===== src/rtl/rrtt_pkg.sv =====
// Shared types and constants for the round-robin task table.
// Used by the address unit, the slot table and the top level.
`timescale 1ns / 1ps

package rrtt_pkg;

  typedef logic [1:0] add_op_t;

  localparam add_op_t ADD_OP_SUM = 2'd0;
  localparam add_op_t ADD_OP_PC  = 2'd1;
  localparam add_op_t ADD_OP_PSR = 2'd2;
  localparam add_op_t ADD_OP_TOP = 2'd3;

  localparam logic [31:0] PC_OFS_NEG  = 32'hFFFF_FFF8;
  localparam logic [31:0] PSR_OFS_NEG = 32'hFFFF_FFFC;

  typedef struct packed {
    logic claim;
    logic select;
  } tbl_ctl_t;

endpackage


===== src/rtl/round_robin_task_table.sv =====
// Channel | Direction | Beat contents
// in_     | input     | mode, stack_base, stack_words, task_entry
// out_    | output    | kind, status, slot, saved_sp, pc_word_addr, psr_word_addr, idle
//
// A create beat takes 4 adder steps (sum, PC, PSR, top) and then scans the free-slot
// table one slot per cycle; a select beat steps the current pointer, then loads its result.
// The address adder is shared, so the adder steps of a create beat run one after another.
// Synchronous active-low reset empties the table and parks the current pointer on the
// sentinel. A new beat is taken while a result waits; a stalled result delays the next finish.
`timescale 1ns / 1ps

module round_robin_task_table #(
  parameter int NUM_TASKS   = 8,
  parameter int FRAME_WORDS = 16
) (
  input  logic        clk,
  input  logic        rst_n,
  input  logic        in_valid,
  output logic        in_stall,
  input  logic        in_mode,
  input  logic [31:0] in_stack_base,
  input  logic [15:0] in_stack_words,
  input  logic [31:0] in_task_entry,
  output logic        out_valid,
  input  logic        out_stall,
  output logic        out_kind,
  output logic        out_status,
  output logic [2:0]  out_slot,
  output logic [31:0] out_saved_sp,
  output logic [31:0] out_pc_word_addr,
  output logic [31:0] out_psr_word_addr,
  output logic        out_idle
);
  import rrtt_pkg::*;

  localparam int LINK_W = $clog2(NUM_TASKS + 1);
  localparam int SLOT_W = (NUM_TASKS > 1) ? $clog2(NUM_TASKS) : 1;
  localparam logic [SLOT_W-1:0] LAST_SLOT = SLOT_W'(NUM_TASKS - 1);

  localparam logic [2:0] S_IDLE   = 3'd0;
  localparam logic [2:0] S_SUM    = 3'd1;
  localparam logic [2:0] S_PC     = 3'd2;
  localparam logic [2:0] S_PSR    = 3'd3;
  localparam logic [2:0] S_TOP    = 3'd4;
  localparam logic [2:0] S_SCAN   = 3'd5;
  localparam logic [2:0] S_SEL    = 3'd6;
  localparam logic [2:0] S_SELOUT = 3'd7;

  logic [2:0]        state_r, state_nxt;
  logic [31:0]       base_r;
  logic [15:0]       words_r;
  logic [31:0]       pc_r;
  logic [31:0]       psr_r;
  logic [SLOT_W-1:0] scan_r, scan_nxt;
  logic              out_valid_r;
  logic              out_kind_r;
  logic              out_status_r;
  logic [2:0]        out_slot_r;
  logic [31:0]       out_top_r;
  logic [31:0]       out_pc_r;
  logic [31:0]       out_psr_r;
  logic              out_idle_r;

  logic              add_en;
  add_op_t           add_op;
  logic [31:0]       add_res;
  tbl_ctl_t          tbl_ctl;
  logic              slot_free;
  logic [LINK_W-1:0] sel_idx;
  logic [31:0]       sel_top;
  logic              sel_idle;
  logic              out_free;
  logic              load_create;
  logic              load_select;

  rrtt_addr_unit #(
    .FRAME_WORDS(FRAME_WORDS)
  ) u_addr (
    .clk         (clk),
    .en          (add_en),
    .op          (add_op),
    .stack_base  (base_r),
    .stack_words (words_r),
    .result      (add_res)
  );

  rrtt_table #(
    .NUM_TASKS(NUM_TASKS)
  ) u_table (
    .clk       (clk),
    .rst_n     (rst_n),
    .ctl       (tbl_ctl),
    .scan_idx  (scan_r),
    .new_top   (add_res),
    .slot_free (slot_free),
    .sel_idx   (sel_idx),
    .sel_top   (sel_top),
    .sel_idle  (sel_idle)
  );

  assign out_free = !out_valid_r || !out_stall;
  assign in_stall = (state_r != S_IDLE);

  always_comb begin
    state_nxt      = state_r;
    scan_nxt       = scan_r;
    add_en         = 1'b0;
    add_op         = ADD_OP_SUM;
    tbl_ctl.claim  = 1'b0;
    tbl_ctl.select = 1'b0;
    load_create    = 1'b0;
    load_select    = 1'b0;
    case (state_r)
      S_IDLE: begin
        if (in_valid) begin
          state_nxt = in_mode ? S_SEL : S_SUM;
        end
      end
      S_SUM: begin
        add_en    = 1'b1;
        add_op    = ADD_OP_SUM;
        state_nxt = S_PC;
      end
      S_PC: begin
        add_en    = 1'b1;
        add_op    = ADD_OP_PC;
        state_nxt = S_PSR;
      end
      S_PSR: begin
        add_en    = 1'b1;
        add_op    = ADD_OP_PSR;
        state_nxt = S_TOP;
      end
      S_TOP: begin
        add_en    = 1'b1;
        add_op    = ADD_OP_TOP;
        scan_nxt  = '0;
        state_nxt = S_SCAN;
      end
      S_SCAN: begin
        if (slot_free || (scan_r == LAST_SLOT)) begin
          if (out_free) begin
            load_create   = 1'b1;
            tbl_ctl.claim = slot_free;
            state_nxt     = S_IDLE;
          end
        end else begin
          scan_nxt = scan_r + 1'b1;
        end
      end
      S_SEL: begin
        tbl_ctl.select = 1'b1;
        state_nxt      = S_SELOUT;
      end
      S_SELOUT: begin
        if (out_free) begin
          load_select = 1'b1;
          state_nxt   = S_IDLE;
        end
      end
      default: begin
        state_nxt = S_IDLE;
      end
    endcase
  end

  always_ff @(posedge clk) begin
    if (!rst_n) begin
      state_r     <= S_IDLE;
      out_valid_r <= 1'b0;
    end else begin
      state_r <= state_nxt;
      if (load_create || load_select) begin
        out_valid_r <= 1'b1;
      end else if (!out_stall) begin
        out_valid_r <= 1'b0;
      end
    end
  end

  always_ff @(posedge clk) begin
    scan_r <= scan_nxt;
    if (state_r == S_IDLE && in_valid) begin
      base_r  <= in_stack_base;
      words_r <= in_stack_words;
    end
    if (state_r == S_PSR) begin
      pc_r <= add_res;
    end
    if (state_r == S_TOP) begin
      psr_r <= add_res;
    end
    if (load_create) begin
      out_kind_r   <= 1'b0;
      out_status_r <= !slot_free;
      out_slot_r   <= slot_free ? 3'(scan_r) : 3'd0;
      out_top_r    <= slot_free ? add_res : 32'd0;
      out_pc_r     <= pc_r;
      out_psr_r    <= psr_r;
      out_idle_r   <= 1'b0;
    end
    if (load_select) begin
      out_kind_r   <= 1'b1;
      out_status_r <= 1'b0;
      out_slot_r   <= sel_idle ? 3'd0 : 3'(sel_idx);
      out_top_r    <= sel_top;
      out_pc_r     <= 32'd0;
      out_psr_r    <= 32'd0;
      out_idle_r   <= sel_idle;
    end
  end

  assign out_valid         = out_valid_r;
  assign out_kind          = out_kind_r;
  assign out_status        = out_status_r;
  assign out_slot          = out_slot_r;
  assign out_saved_sp      = out_top_r;
  assign out_pc_word_addr  = out_pc_r;
  assign out_psr_word_addr = out_psr_r;
  assign out_idle          = out_idle_r;

endmodule


===== src/rtl/rrtt_addr_unit.sv =====
// Shared 32-bit adder that forms the stack addresses one per step.
// Depends on rrtt_pkg for the operation codes.
`timescale 1ns / 1ps

module rrtt_addr_unit #(
  parameter int FRAME_WORDS = 16
) (
  input  logic             clk,
  input  logic             en,
  input  rrtt_pkg::add_op_t op,
  input  logic [31:0]      stack_base,
  input  logic [15:0]      stack_words,
  output logic [31:0]      result
);
  import rrtt_pkg::*;

  localparam logic [31:0] TOP_OFS_NEG = ~(32'(FRAME_WORDS) << 2) + 32'd1;

  logic [31:0] end_r;
  logic [31:0] res_r;
  logic [31:0] opa;
  logic [31:0] opb;
  logic [31:0] sum;

  always_comb begin
    opa = (op == ADD_OP_SUM) ? stack_base : end_r;
    case (op)
      ADD_OP_SUM: opb = {14'd0, stack_words, 2'b00};
      ADD_OP_PC:  opb = PC_OFS_NEG;
      ADD_OP_PSR: opb = PSR_OFS_NEG;
      ADD_OP_TOP: opb = TOP_OFS_NEG;
      default:    opb = 32'd0;
    endcase
    sum = opa + opb;
  end

  always_ff @(posedge clk) begin
    if (en) begin
      res_r <= sum;
      if (op == ADD_OP_SUM) begin
        end_r <= sum;
      end
    end
  end

  assign result = res_r;

endmodule


===== src/rtl/rrtt_table.sv =====
// Task slot table: used bits, saved stack tops, links and the current pointer.
// Depends on rrtt_pkg for the control struct.
`timescale 1ns / 1ps

module rrtt_table #(
  parameter int NUM_TASKS = 8,
  localparam int LINK_W = $clog2(NUM_TASKS + 1),
  localparam int SLOT_W = (NUM_TASKS > 1) ? $clog2(NUM_TASKS) : 1
) (
  input  logic               clk,
  input  logic               rst_n,
  input  rrtt_pkg::tbl_ctl_t ctl,
  input  logic [SLOT_W-1:0]  scan_idx,
  input  logic [31:0]        new_top,
  output logic               slot_free,
  output logic [LINK_W-1:0]  sel_idx,
  output logic [31:0]        sel_top,
  output logic               sel_idle
);
  import rrtt_pkg::*;

  localparam logic [LINK_W-1:0] SENT = LINK_W'(NUM_TASKS);

  logic              used_r [NUM_TASKS];
  logic [31:0]       top_r  [NUM_TASKS];
  logic [LINK_W-1:0] link_r [NUM_TASKS];
  logic [LINK_W-1:0] head_r;
  logic [LINK_W-1:0] cur_r;
  logic [LINK_W-1:0] sel_r;
  logic [LINK_W-1:0] head_c;
  logic [LINK_W-1:0] step1;
  logic [LINK_W-1:0] step_nxt;

  function automatic logic [LINK_W-1:0] clamp(input logic [LINK_W-1:0] v);
    clamp = (v > SENT) ? SENT : v;
  endfunction

  always_comb begin
    head_c = clamp(head_r);
    if (cur_r >= SENT) begin
      step1 = head_c;
    end else begin
      step1 = clamp(link_r[cur_r[SLOT_W-1:0]]);
    end
    step_nxt = (step1 == SENT) ? head_c : step1;
  end

  always_ff @(posedge clk) begin
    if (!rst_n) begin
      for (int i = 0; i < NUM_TASKS; i++) begin
        used_r[i] <= 1'b0;
      end
      head_r <= SENT;
      cur_r  <= SENT;
      sel_r  <= SENT;
    end else begin
      if (ctl.claim) begin
        used_r[scan_idx] <= 1'b1;
        head_r           <= LINK_W'(scan_idx);
      end
      if (ctl.select) begin
        cur_r <= step_nxt;
        sel_r <= step_nxt;
      end
    end
  end

  always_ff @(posedge clk) begin
    if (ctl.claim) begin
      top_r[scan_idx]  <= new_top;
      link_r[scan_idx] <= head_c;
    end
  end

  assign slot_free = !used_r[scan_idx];
  assign sel_idx   = sel_r;
  assign sel_idle  = (sel_r >= SENT);
  assign sel_top   = sel_idle ? 32'd0 : top_r[sel_r[SLOT_W-1:0]];

endmodule


===== config.mk =====
export PLATFORM = sky130hd
export DESIGN_NAME = round_robin_task_table
export DESIGN_NICKNAME = d
export VERILOG_FILES = /design/src/rtl/rrtt_pkg.sv /design/src/rtl/round_robin_task_table.sv /design/src/rtl/rrtt_addr_unit.sv /design/src/rtl/rrtt_table.sv
export SDC_FILE = /design/constraint.sdc
export NUM_CORES = 1
export LEC_CHECK = 0
export BUFFER_PORTS_ARGS = -buffer_cell sky130_fd_sc_hd__buf_2
export CORE_MARGIN = 2
export CORE_UTILIZATION = 25
export DETAILED_ROUTE_END_ITERATION = 10
export SETUP_SLACK_MARGIN = 0.3
export SKIP_CTS_REPAIR_TIMING = 1
export SLEW_MARGIN = 20
export SYNTH_ARGS = -nofsm -noshare
export SYNTH_HDL_FRONTEND = slang
export SYNTH_SLANG_ARGS = --single-unit

===== constraint.sdc =====
create_clock -name clk -period 7.7 [get_ports clk]
set_input_delay 0.385 -clock clk [delete_from_list [all_inputs] [get_ports clk]]
set_output_delay 0.385 -clock clk [all_outputs]
set_load 0.005 [all_outputs]

==> impl_results.md <==
* Hpwl dp at 35.1 mm
* Clock buffer count from CTS at 60
* Post-Layout Cell Count at 2,894
* Unique cell type count in the Yosys netlist at 66
* Sequential share of the synthesized area at 0.736
* # rows at 111
* Register bit total from synthesis at 595
* IO buf count at 156
* Final worst path period need at 5530 ps
* GR Util All Layers at 0.112
* Max Fclk at 181 MHz
* Placed cell count at 2,729
* Placed Area at 0.0253 sq mm
* Sink count of the clock tree at 595
* Mapped Nets at 1,543
* EDFF count, synth at 503
* CTS clk-pin slew, worst paths at 60 ps
* Final Setup Violations at 0
* Maxcap violations at 0
* Die Span Y at 308 um
* Vias per std cell at 4.42
* RSZ-0062 raised after global routing: false
* VDD IR-drop max at 0.000217 V
* Final Hold Fails at 0
* Root Driver: clkbuf_16
* Gpl congestion at 0.805
* Hold/Removal Path Class: primary input to flip-flop
* Status: finished, final reports clean
* Crit path required time at 8060 ps
* Post-layout util at 0.304
* Clk Latency, worst-skew pair at 670 ps
* # DRC at 0
* Grt total ovfl at 0
* Max H-tree Level at 2
* FFs w/ async S/R, synth at 0
* Layout cells sized above 1 at 0.238
* Critical setup path kind: flip-flop to flip-flop
* WL final at 53.7 mm
* Die area at 0.0946 sq mm
* Power per cell area at 391 mW/mm^2
* Iteration-0 DRC Markers at 1,032
* Horiz. Die Dim at 308 um
* Fin crit share at 0.718
* Synthesized area at 0.0230 sq mm
* Synth Instances at 1,428
* Yosys warnings at 0
* Initial antenna violation count at 4
* Avg Cell Area, Syn at 16.1 sq um
* CP startpoint kind: flip-flop
* I/O pins at 189
* TritonRoute pass-1 iters at 5
* Crit end category: flip-flop
* Nets at 1,770
* Final antenna-violating net count at 0
* Global-route wire length before repair at 80.6 mm
* Clock skew at 77.0 ps
* Initial Util at 0.252
* Reg-to-reg slack, setup at 2170 ps
* Core footprint at 0.0915 sq mm
* Largest net degree at the start of global routing at 75
* Worst-path maximum fanout at 40
* Worst slew pin tran at 1090 ps
* Primary FF master, synth: edfxtp_1
* Wire per inst at 18.5 um
* Slew headroom at 0.270
* Worst-case clock buffer depth at 3
* Total Negative Setup Slacks at 0 ps
* CTS tree: built
* Vias at 12,801
* Area growth from synthesis to layout at 20.9%
* Slew Viols, Final at 0
* Via count of the first global-routing pass at 12,658
* Finished Cell Area at 0.0279 sq mm
* Arr. time, crit path at 5900 ps
* Leakage at 9.47 nW
## cells by family after synthesis
group                    synth area share
AO/OA/AOI/OAI                      0.0566
XOR/XNOR                           0.0114
multiplexers                        0.104
AND/OR/NAND/NOR                    0.0617
flip-flops                          0.736
adder cells (fa/ha/maj)            0.0166
buffers and inverters              0.0143
## state kept, by name, indices dropped and copies added, names as in the netlist, named ones only
name and cells:
scan_r 3, base_r 32, u_table.top_r 256, out_saved_sp 32, u_addr.end_r 32, out_valid 1, out_slot 3, pc_r 32
out_idle 1, out_status 1, u_table.head_r 4, u_table.sel_idx 4, state_r 3, out_pc_word_addr 32, u_table.link_r 32, u_addr.result 32
u_table.used_r 8, out_psr_word_addr 32, words_r 16, out_kind 1, psr_r 32
## Yosys cell counts (3+ instances only)
library cell / count / area, sq um
edfxtp_1: 503 / 15100
nand2_1: 204 / 766
a21oi_1: 99 / 495
dfxtp_1: 92 / 1840
mux4_2: 72 / 1620
nor2_1: 49 / 184
o21ai_0: 48 / 240
mux2i_1: 41 / 410
clkbuf_1: 37 / 139
mux2_2: 32 / 360
ha_1: 29 / 363
xnor2_1: 22 / 193
buf_2: 17 / 85.1
nand2b_1: 16 / 100
inv_1: 15 / 56.3
buf_1: 10 / 37.5
nor3_1: 10 / 50.1
a31oi_1: 8 / 50.1
nand3_1: 8 / 40.0
o21a_1: 8 / 60.1
xor2_1: 8 / 70.1
a21o_1: 7 / 52.6
and3_1: 7 / 43.8
nor2b_1: 7 / 43.8
o211ai_1: 7 / 52.6
and2_1: 6 / 37.5
or3_1: 5 / 31.3
a211oi_1: 4 / 30.0
o21ai_1: 4 / 20.0
o21bai_1: 4 / 30.0
a221oi_1: 3 / 26.3
a22o_1: 3 / 26.3
## worst paths after layout
path                                               from                     endpoint  cells after the start
worst max register to register  state_r[0]$_SDFFE_PN0P_  u_addr.result[29]$_DFFE_PN_                     16
worst min register to register    out_kind$_SDFFE_PP1P_        out_kind$_SDFFE_PP1P_                      2
worst min-delay path                            in_mode      state_r[0]$_SDFFE_PN0P_                      3
worst max-delay path            state_r[0]$_SDFFE_PN0P_  u_addr.result[29]$_DFFE_PN_                     16
## power by group
part | leakage (nW) | total (mW) | switching, mW | internal [mW]
clock | 0.988 | 2.98 | 1.27 | 1.71
sequential | 5.36 | 5.15 | 0.554 | 4.59
combinational | 3.13 | 2.77 | 1.72 | 1.05
## routing by layer
layer  global-route usage  vias to the layer above  share of wire
met2                0.176                      354           0.46
met3               0.0230                       75          0.057
met4               0.0267                        0          0.016
met1                0.160                     6455           0.47
met5                    0                        -              0
li1                     -                     5917              -
## metrics by stage
stage / power, mW / setup slack, ps / hold WS [ps]
detailed placement: 7.96 / 2250 / 437
floorplan: 6.77 / 2030 / 432
global placement: 7.87 / 2270 / 434
finish: 10.9 / 2170 / 43.1
global route: 11.5 / 1690 / 30.7
CTS: 11.0 / 2150 / -105
## worst max-delay path, stage by stage (launching register included)
cell       delay (ps)
dfxtp_1           540
nor2_1            160
nand2_1           110
inv_1              50
buf_4             260
nor2_1            520
ha_2              530
buf_4             500
mux2_2            400
ha_1              260
or3_1             400
a221oi_2          360
nor4_2            110
a2bb2oi_2         210
a2111oi_2         440
o31ai_2           140
xor2_1            170
## final cells by class
class                           count  area, sq um
Fill cell                        8934        63700
Sequential cell                   595        17000
Multi-Input combinational cell    751         5850
Clock buffer                       68         1530
Tap cell                         1186         1480
Timing Repair Buffer              229         1460
Clock inverter                     46          513
Inverter                           18         67.6
Antenna cell                        1         2.50
## placed cells by master, fill, tap and decap left out, types with 46 or more instances in the layout
cell           instances
edfxtp_1             503
buf_2                156
mux4_2                72
nand2_1              202
a21oi_1               99
dlygate4sd3_1         49
dfxtp_1               89
nor2_1                46
clkbuf_16             60
o21ai_0               48
No activity file was read; power rests on OpenSTA's default activity.
